--- src/rtl/prince_pkg.sv ---
// Constants, tables and layer functions of the PRINCE cipher.
// Used by the pipeline top level; depends on nothing.
package prince_pkg;

  localparam int BLOCK_W    = 64;
  localparam int NUM_STAGES = 12;
  localparam int CFG_IDX_W  = 1;

  localparam logic [CFG_IDX_W-1:0] REG_WHITENING_KEY = 1'b0;
  localparam logic [CFG_IDX_W-1:0] REG_CORE_KEY      = 1'b1;

  localparam logic [BLOCK_W-1:0] ROUND_CONST [12] = '{
    64'h0000000000000000, 64'h13198a2e03707344, 64'ha4093822299f31d0,
    64'h082efa98ec4e6c89, 64'h452821e638d01377, 64'hbe5466cf34e90c6c,
    64'h7ef84f78fd955cb1, 64'h85840851f1ac43aa, 64'hc882d32f25323c54,
    64'h64a51195e0e3610d, 64'hd3b5a399ca0c2399, 64'hc0ac29b7c97c50dd
  };

  localparam logic [3:0] FWD_SBOX [16] = '{
    4'hB, 4'hF, 4'h3, 4'h2, 4'hA, 4'hC, 4'h9, 4'h1,
    4'h6, 4'h7, 4'h8, 4'h0, 4'hE, 4'h5, 4'hD, 4'h4
  };

  localparam logic [3:0] INV_SBOX [16] = '{
    4'hB, 4'h7, 4'h3, 4'h2, 4'hF, 4'hD, 4'h8, 4'h9,
    4'hA, 4'h6, 4'h4, 4'h0, 4'h5, 4'hE, 4'hC, 4'h1
  };

  function automatic logic [BLOCK_W-1:0] sub_fwd(input logic [BLOCK_W-1:0] x);
    logic [BLOCK_W-1:0] r;
    for (int m = 0; m < 16; m++) begin
      r[4*m +: 4] = FWD_SBOX[x[4*m +: 4]];
    end
    return r;
  endfunction

  function automatic logic [BLOCK_W-1:0] sub_inv(input logic [BLOCK_W-1:0] x);
    logic [BLOCK_W-1:0] r;
    for (int m = 0; m < 16; m++) begin
      r[4*m +: 4] = INV_SBOX[x[4*m +: 4]];
    end
    return r;
  endfunction

  // Nibble 0 is the most significant nibble.
  function automatic logic [BLOCK_W-1:0] shift_fwd(input logic [BLOCK_W-1:0] x);
    logic [BLOCK_W-1:0] r;
    int                 j;
    for (int i = 0; i < 16; i++) begin
      j = (5 * i) & 15;
      r[63-4*i -: 4] = x[63-4*j -: 4];
    end
    return r;
  endfunction

  function automatic logic [BLOCK_W-1:0] shift_inv(input logic [BLOCK_W-1:0] x);
    logic [BLOCK_W-1:0] r;
    int                 j;
    for (int i = 0; i < 16; i++) begin
      j = (5 * i) & 15;
      r[63-4*j -: 4] = x[63-4*i -: 4];
    end
    return r;
  endfunction

  // Block-diagonal involution M' = diag(M0hat, M1hat, M1hat, M0hat).
  function automatic logic [BLOCK_W-1:0] mix(input logic [BLOCK_W-1:0] x);
    logic [BLOCK_W-1:0] r;
    logic               acc;
    int                 off;
    int                 brow;
    int                 b;
    for (int q = 0; q < 4; q++) begin
      off = (q == 0 || q == 3) ? 0 : 1;
      for (int row = 0; row < 16; row++) begin
        brow = row >> 2;
        b    = row & 3;
        acc  = 1'b0;
        for (int col = 0; col < 4; col++) begin
          if (((brow + col + off) & 3) != b) begin
            acc = acc ^ x[63 - (16*q + 4*col + b)];
          end
        end
        r[63 - (16*q + row)] = acc;
      end
    end
    return r;
  endfunction

endpackage

--- src/rtl/prince_pipe_stage.sv ---
// One register stage of the PRINCE pipeline: data register, valid bit and
// bubble-collapsing ready. Depends on nothing but its ports.
module prince_pipe_stage #(
  parameter int WIDTH = 64
) (
  input  logic             clk,
  input  logic             rst,
  input  logic             up_valid,
  input  logic             down_ready,
  input  logic [WIDTH-1:0] data_next,
  output logic             valid,
  output logic             ready,
  output logic [WIDTH-1:0] data
);

  assign ready = !valid || down_ready;

  always_ff @(posedge clk) begin
    if (rst) begin
      valid <= 1'b0;
    end else if (ready) begin
      valid <= up_valid;
    end
  end

  always_ff @(posedge clk) begin
    if (ready && up_valid) begin
      data <= data_next;
    end
  end

endmodule

--- src/rtl/prince_block_encrypt_unit.sv ---
// Channel   | Signals                                       | Direction
// ----------+-----------------------------------------------+----------
// input     | in_valid, in_stall, plaintext[63:0]           | in
// output    | out_valid, out_stall, ciphertext[63:0]        | out
// config    | cfg_valid, cfg_ready, cfg_index, cfg_data     | in
//
// Twelve register stages: whitening, 5 forward, middle, 5 inverse.
// One transaction is accepted every cycle while the output is taken.
// A stalled output holds; empty stages upstream still fill.
// Synchronous reset clears the valid bits and both key registers.
// Depends on prince_pkg and prince_pipe_stage.
module prince_block_encrypt_unit (
  input  logic                             clk,
  input  logic                             rst,
  input  logic                             in_valid,
  output logic                             in_stall,
  input  logic [prince_pkg::BLOCK_W-1:0]   plaintext,
  output logic                             out_valid,
  input  logic                             out_stall,
  output logic [prince_pkg::BLOCK_W-1:0]   ciphertext,
  input  logic                             cfg_valid,
  output logic                             cfg_ready,
  input  logic [prince_pkg::CFG_IDX_W-1:0] cfg_index,
  input  logic [prince_pkg::BLOCK_W-1:0]   cfg_data
);

  localparam int WIDTH = prince_pkg::BLOCK_W;
  localparam int N     = prince_pkg::NUM_STAGES;

  logic [WIDTH-1:0] whitening_key;
  logic [WIDTH-1:0] core_key;
  logic [WIDTH-1:0] k0_out;

  logic [N-1:0]     stage_valid;
  logic [N-1:0]     stage_ready;
  logic [WIDTH-1:0] stage_data [N];
  logic [WIDTH-1:0] stage_next [N];

  assign cfg_ready = 1'b1;

  always_ff @(posedge clk) begin
    if (rst) begin
      whitening_key <= '0;
      core_key      <= '0;
    end else if (cfg_valid && cfg_ready) begin
      unique case (cfg_index)
        prince_pkg::REG_WHITENING_KEY: whitening_key <= cfg_data;
        prince_pkg::REG_CORE_KEY:      core_key      <= cfg_data;
      endcase
    end
  end

  assign k0_out = {whitening_key[0], whitening_key[WIDTH-1:1]}
                ^ {{(WIDTH-1){1'b0}}, whitening_key[WIDTH-1]};

  for (genvar g = 0; g < N; g++) begin : g_stage
    logic up_valid;
    logic down_ready;

    if (g == 0) begin : g_white
      assign up_valid      = in_valid;
      assign stage_next[g] = plaintext ^ whitening_key ^ core_key
                           ^ prince_pkg::ROUND_CONST[0];
    end else if (g <= 5) begin : g_fwd
      assign up_valid      = stage_valid[g-1];
      assign stage_next[g] = prince_pkg::shift_fwd(prince_pkg::mix(
                               prince_pkg::sub_fwd(stage_data[g-1])))
                           ^ core_key ^ prince_pkg::ROUND_CONST[g];
    end else if (g == 6) begin : g_mid
      assign up_valid      = stage_valid[g-1];
      assign stage_next[g] = prince_pkg::sub_inv(prince_pkg::mix(
                               prince_pkg::sub_fwd(stage_data[g-1])));
    end else if (g < N - 1) begin : g_inv
      assign up_valid      = stage_valid[g-1];
      assign stage_next[g] = prince_pkg::sub_inv(prince_pkg::mix(
                               prince_pkg::shift_inv(stage_data[g-1] ^ core_key
                               ^ prince_pkg::ROUND_CONST[g-1])));
    end else begin : g_last
      assign up_valid      = stage_valid[g-1];
      assign stage_next[g] = prince_pkg::sub_inv(prince_pkg::mix(
                               prince_pkg::shift_inv(stage_data[g-1] ^ core_key
                               ^ prince_pkg::ROUND_CONST[g-1])))
                           ^ core_key ^ prince_pkg::ROUND_CONST[g] ^ k0_out;
    end

    if (g == N - 1) begin : g_tail
      assign down_ready = !out_stall;
    end else begin : g_body
      assign down_ready = stage_ready[g+1];
    end

    prince_pipe_stage #(
      .WIDTH(WIDTH)
    ) u_stage (
      .clk       (clk),
      .rst       (rst),
      .up_valid  (up_valid),
      .down_ready(down_ready),
      .data_next (stage_next[g]),
      .valid     (stage_valid[g]),
      .ready     (stage_ready[g]),
      .data      (stage_data[g])
    );
  end

  assign in_stall   = !stage_ready[0];
  assign out_valid  = stage_valid[N-1];
  assign ciphertext = stage_data[N-1];

endmodule

--- config.mk ---
export PLATFORM = sky130hd
export DESIGN_NAME = prince_block_encrypt_unit
export DESIGN_NICKNAME = d
export VERILOG_FILES = /design/src/rtl/prince_pkg.sv /design/src/rtl/prince_pipe_stage.sv /design/src/rtl/prince_block_encrypt_unit.sv
export SDC_FILE = /design/constraint.sdc
export NUM_CORES = 2
export LEC_CHECK = 0
export BUFFER_PORTS_ARGS = -buffer_cell sky130_fd_sc_hd__buf_2
export CAP_MARGIN = 20
export CORE_ASPECT_RATIO = 1.25
export CORE_MARGIN = 2
export CORE_UTILIZATION = 65
export DETAILED_ROUTE_END_ITERATION = 16
export GPL_TIMING_DRIVEN = 0
export PLACE_DENSITY = 0.83
export SETUP_SLACK_MARGIN = 0.5
export SLEW_MARGIN = 10
export SYNTH_ARGS = -nofsm -noshare
export SYNTH_HDL_FRONTEND = slang
export SYNTH_HIERARCHICAL = 1
export SYNTH_SLANG_ARGS = --single-unit
--- constraint.sdc ---
create_clock -name clk -period 3.8 [get_ports clk]
set_clock_uncertainty 0.15 [all_clocks]
set_input_delay 0.57 -clock clk [delete_from_list [all_inputs] [get_ports clk]]
set_output_delay 0.57 -clock clk [all_outputs]
set_load 0.05 [all_outputs]
== After elaboration in Yosys (flattened, before gate mapping) ==
Memory sizes are Yosys's and may differ from the RTL's. A register that Yosys moved wholly into a read port is not among the register bits.
Index checks and enable logic that the tools add are counted.
Storage, ports and cells
  memories: 192
  register bits after elaboration: 588
  ROM bits: 12288
  bits of input ports: 134
Operators by class
  reductions and logical operators: 40
  bitwise logic cells: 1451
  mux-type cells: 224
  magnitude comparators: 112
Memories
  (name not given): words 16, width 4, read ports 1, clocked after memory_dff 1, wr ports 0, line prince_pkg.sv:40  | r[4*m +: 4] = INV_SBOX[x[4*m +: 4]];
  (name not given): words 16, width 4, read ports 1, clocked after memory_dff 1, wr ports 0, line prince_pkg.sv:40
  (name not given): words 16, width 4, read ports 1, clocked after memory_dff 1, wr ports 0, line prince_pkg.sv:40
  (name not given): words 16, width 4, read ports 1, clocked after memory_dff 1, wr ports 0, line prince_pkg.sv:40
  (name not given): words 16, width 4, read ports 1, clocked after memory_dff 1, wr ports 0, line prince_pkg.sv:40
  (name not given): words 16, width 4, read ports 1, clocked after memory_dff 1, wr ports 0, line prince_pkg.sv:40
  +186 memories
Operators by type and width (number)
  XOR 1 bit: 1232
  NOT 4 -> 5 bit: 192
  2-to-1 mux 4 bit: 224
  XOR 64 bit: 14
  >= comparator 5 bit, second input constant: 112
  NOT 25 bit: 3
  XOR 64 x 1 -> 64 bit: 1
  NOT 27 bit: 2
  NOT 39 bit: 1
  NOT 33 bit: 1
  NOT 32 bit: 1
  NOT 31 bit: 1
  NOT 30 bit: 1
  NOT 28 bit: 1
  zero test 1 bit: 14
  logical AND 1 bit: 12
  logical OR 1 bit: 12
  AND reduction 2 bit: 2
  NOT 1 bit: 1

== Longest topological paths before layout ==
  depth in word-level cells: 14
  mapped depth: 14

== By module ==
Netlist, hierarchy kept.
By module, submodules not included
  prince_block_encrypt_unit: times used 1, area an instance 51364.3 sq um, cells each 6050
  prince_pipe_stage: times used 12, area an instance 1976.9 sq um, cells each 69

== Worst setup path before layout ==
OpenSTA, ideal clock, no wires.
  path type: register -> output
  from: reg g_stage[11].u_stage.valid
  to: out in_stall
  slack: 0.435 ns
  arrival time: 2.645 ns
  required time: 3.080 ns
  stages on the path, launching flop included: 14
  path buffers: 0
  path through: dfxtp_1 > nand2b_4 > nand2b_4 > nand2b_4 > nand2b_4 > nand2b_4 > nand2b_4 > nand2b_4 > nand2b_4 > nand2b_4 > nand2b_4 > nand2b_4 > nand2b_4 > inv_1
On the way
  cells in the longest elaborated chain, start to end: 14
RTL lines
  from (decl): line prince_pipe_stage.sv:11  | output logic valid,
  from (signal assigned): line prince_pipe_stage.sv:22  | valid <= up_valid;
  zero test 1 bit: line prince_pipe_stage.sv:16  | assign ready = !valid || down_ready;
  logical OR 1 bit: line prince_pipe_stage.sv:16
  net g_stage[10].down_ready: line prince_block_encrypt_unit.sv:58  | logic down_ready;
  logical OR 1 bit: line prince_pipe_stage.sv:16
  net g_stage[9].down_ready: line prince_block_encrypt_unit.sv:58
  logical OR 1 bit: line prince_pipe_stage.sv:16
  net g_stage[8].down_ready: line prince_block_encrypt_unit.sv:58
  logical OR 1 bit: line prince_pipe_stage.sv:16
  net g_stage[7].down_ready: line prince_block_encrypt_unit.sv:58
  [... 1 more ...]
  net g_stage[6].down_ready: line prince_block_encrypt_unit.sv:58
  [... 1 more ...]
  net g_stage[5].down_ready: line prince_block_encrypt_unit.sv:58
  [... 1 more ...]
  net g_stage[4].down_ready: line prince_block_encrypt_unit.sv:58
  [... 1 more ...]
  net g_stage[3].down_ready: line prince_block_encrypt_unit.sv:58
  [... 1 more ...]
  net g_stage[2].down_ready: line prince_block_encrypt_unit.sv:58
  logical OR 1 bit: line prince_pipe_stage.sv:16
  net g_stage[1].down_ready: line prince_block_encrypt_unit.sv:58
  logical OR 1 bit: line prince_pipe_stage.sv:16
  net g_stage[0].down_ready: line prince_block_encrypt_unit.sv:58
  logical OR 1 bit: line prince_pipe_stage.sv:16
  net stage_ready[0]: line prince_block_encrypt_unit.sv:35  | logic [N-1:0] stage_ready;
  zero test 1 bit: line prince_block_encrypt_unit.sv:106  | assign in_stall = !stage_ready[0];
  to (decl): line prince_block_encrypt_unit.sv:16  | output logic in_stall,
The timed path passes the listed nets, and every way through them passes these cells.

== Final worst setup path ==
Same ends and word-level chain as after synthesis.

==> impl_results.md <==
* Post-synthesis cell type count at 86
* Vias post-DR at approximately 55000
* CTS tree: yes
* Failing checks: setup timing
* Hold/Removal Path Class: input port to flop
* Final Wtd Congestion at 1.02
* Critical path's slowest cell: dfxtp_2
* Hold Vio Cnt, Final at 0
* Gate Count Post-Synth at 6878
* Post-synth EDFFs at 768
* Worst Setup End Kind: primary output
* Share of cells above drive strength 1 at 0.128
* CTS buffer count at 95
* CP Max Fanout at 3
* # port buffers at 199
* Ys flop type: edfxtp_1
* Fmax at approximately 260 MHz
* Slew headroom at 0.125
* Critical Path RT at 3080 ps
* Worst Tran Pin Value at 1300 ps
* Setup TNS at -22.3 ps
* Die Y at 384 um
* Core area at around 110000 um^2
* Area grow syn2layout at 11.2%
* DP Wirelength at ~180000 um
* Seq cells post-synth at 908
* Cell area after synthesis at 75100 um^2
* Routed len/inst at roughly 27 um
* Total Routing Usage GR at 0.394
* First drt pass iteration count at 9
* Max rail drop VDD at 0.000418 V
* Grt ovf at 0
* Ys Warns at 6
* Die area at 118000 um^2
* Post-place setup slack at -111 ps
* CP startpoint kind: flop
* Pin count of the biggest net entering global routing at 65
* 1st-iter DRT viols at 6554
* Vias in the first global route at 53900
* Routed vias/inst at 6.23
* DRT antenna net count at 0
* Max Slew Vio Count at 0
* Antenna violations before repair at 0
* Residual DRC at 0
* Run status: finished, violations left
* Final wirelength at between 200000 and 250000 um
* Final worst-path setup slack at -22.3 ps
* Starting Density at 0.654
* Lkg Pwr at around 0.034 uW
* Power per cell area at 422 nW/um^2
* Fin crit share at 1.01
* Flop2flop setup slack at approximately 350 ps
* Final net count at 8259
* Net Count, Synth at about 8000
* Most frequent cell on the critical path: nand2b_4
* Tmin final at ~3800 ps
* # IOs at 201
* Root Buffer: clkbuf_16
* # rows at 139
* Register area share after synthesis at 0.344
* Worst skew pair latency at 760 ps
* Die Wd at 308 um
* CP Cell Sequence: nand2b_4, nand2b_4, nand2b_4, nand2b_4, nand2b_4, nand2b_4, nand2b_4, nand2b_4, nand2b_4, nand2b_4, nand2b_4, nand2b_4, clkinvlp_4, buf_8
* Clock Path Buffers at 3
* Max stage delay on crit path at 350 ps
* WP data arrival at 3100 ps
* WP buf/inv at 2
* Ys async rst share at 0
* Max-Cap Viols at 0
* Htree depth at 3
* Final Util at 0.727
* # setup viols final at 1
* Wire length of the first global-routing pass at 337000 um
* RSZ-0062 raised after global routing: yes
* Delay-heaviest family, CP: simple AND/OR/NAND/NOR gates
* Avg Inst Size Synth at 10.9 um^2
* Clock sink count at just over 900
* Crit Path Class: flop to primary output
* CTS clock-pin slew for the worst setup and hold paths at 70 ps
==> what timing repair did <==
item                                    in CTS  in global routing
endpoints found under the hold margin      114                  0
hold buffers                                60                  0
gates resized for setup                     71                 87
buffers inserted                            12                 47
cloned                                       1                  0
pin swaps                                    3                 14
endpoints found under the setup margin     199                152
==> final timing paths <==
check | start | endpoint | cells after the start
setup / recovery | g_stage[11].u_stage/valid | in_stall | 14
hold / removal | cfg_data[5] | core_key[5] | 3
hold reg to reg | g_stage[5].u_stage/valid | g_stage[6].u_stage/valid | 2
setup reg to reg | g_stage[5].u_stage/data[24] | g_stage[6].u_stage/data[20] | 7
==> per-layer routing <==
| metal | GRT usage | share of wire | wire length, um |
|---|---|---|---|
| met4 | 0.365 | 0.11 | 26700 |
| met2 | 0.614 | 0.44 | 106000 |
| met3 | 0.0951 | 0.11 | 25400 |
| met1 | 0.447 | 0.34 | 80100 |
| met5 | 0 | 0.00059 | 140 |
==> layout make-up <==
type,count,area [um^2]
Fill cell,7674,31300
Clock buffer,125,2630
Inverter,692,2600
Clock inverter,53,649
Timing Repair Buffer,328,2200
Multi-Input combinational cell,5155,46900
Buffer,124,792
Sequential cell,908,25900
Antenna cell,2,5.00
Tap cell,1480,1850
==> report_power, final <==
| group | switching [uW] | internal, uW | leakage, uW |
|---|---|---|---|
| clock network | 4380 | 5670 | 0.00161 |
| logic | 7370 | 5030 | 0.0240 |
| registers | 623 | 12100 | 0.00815 |
==> cell usage in the layout, fill, tap and decap left out, drive strengths merged, types with 35 or more instances in the layout <==
cell type	netlist	final
xnor2	1363	1363
ha	821	821
edfxtp	768	768
inv	692	695
xor2	677	677
nand2	375	375
buf	79	343
o21ai	339	339
a21oi	328	328
nor2	196	196
mux2i	178	178
mux4	176	176
clkbuf	45	174
dfxtp	140	140
nor3	92	92
nand3	92	92
dlygate4sd3	0	60
nand2b	47	47
o22ai	42	42
xnor3	37	37
mux2	36	36
clkinv	0	35
==> cell usage after synthesis (14+ instances only) <==
cell      count  area share
xnor2_1    1317        0.15
a221oi_1     29      0.0034
xnor3_1      27      0.0081
a21oi_1     315       0.021
o22a_1       15      0.0017
edfxtp_1    768        0.31
a22oi_1      19      0.0019
nand3b_1     19      0.0019
xor2_1      655       0.076
dfxtp_1     140       0.037
mux4_2      176       0.053
o22ai_1      42      0.0035
o31ai_1      17      0.0017
nor2b_1      20      0.0017
a211oi_1     30      0.0030
nor3_1       92      0.0061
ha_1        821        0.14
xor2_2       14      0.0030
nand2b_1     35      0.0029
mux2_2       36      0.0054
nand3_1      92      0.0061
nor3b_1      21      0.0021
a21o_1       28      0.0028
inv_1       691       0.035
xnor2_2      40      0.0087
o211ai_1     21      0.0021
o21ai_0     332       0.022
clkbuf_1     44      0.0022
nand2_1     375       0.019
nor2_1      195      0.0097
buf_2        21      0.0014
mux2i_1     178       0.024
buf_4        38      0.0038
==> stage by stage <==
stage                     hold WS, ps  cells  instance area [um^2]  total power (uW)
after floorplan                   317   6878                 75100             21100
after global routing             28.5   8865                 83500             36200
after detailed placement          329   8565                 78100             24600
final                            32.9   8867                 83500             35200
after CTS                        1.70   8816                 82500             34700
after global placement            323   8557                 77900             24100
==> cells by family (layout without fill, tap and decap cells) <==
logic type	after synthesis	after routing	share of synthesized area
flip-flops	908	908	0.344
buffers and inverters	816	1322	0.0443
XOR/XNOR	2087	2087	0.261
AO/OA/AOI/OAI	947	947	0.0748
adder cells (fa/ha/maj)	821	821	0.137
multiplexers	390	390	0.0819
AND/OR/NAND/NOR	908	909	0.0564
other	1	3	0.0000499
==> tightest hold or removal path, stage by stage <==
cell	delay [ps]
buf_2	170
nand2_1	80
a21oi_1	50
==> registers in the layout (all words and copies together), names as in the netlist <==
signal                 flops
core_key                  64
g_stage.u_stage/valid     12
g_stage.u_stage/data     768
whitening_key             64
No activity file was read; power rests on OpenSTA's default activity.
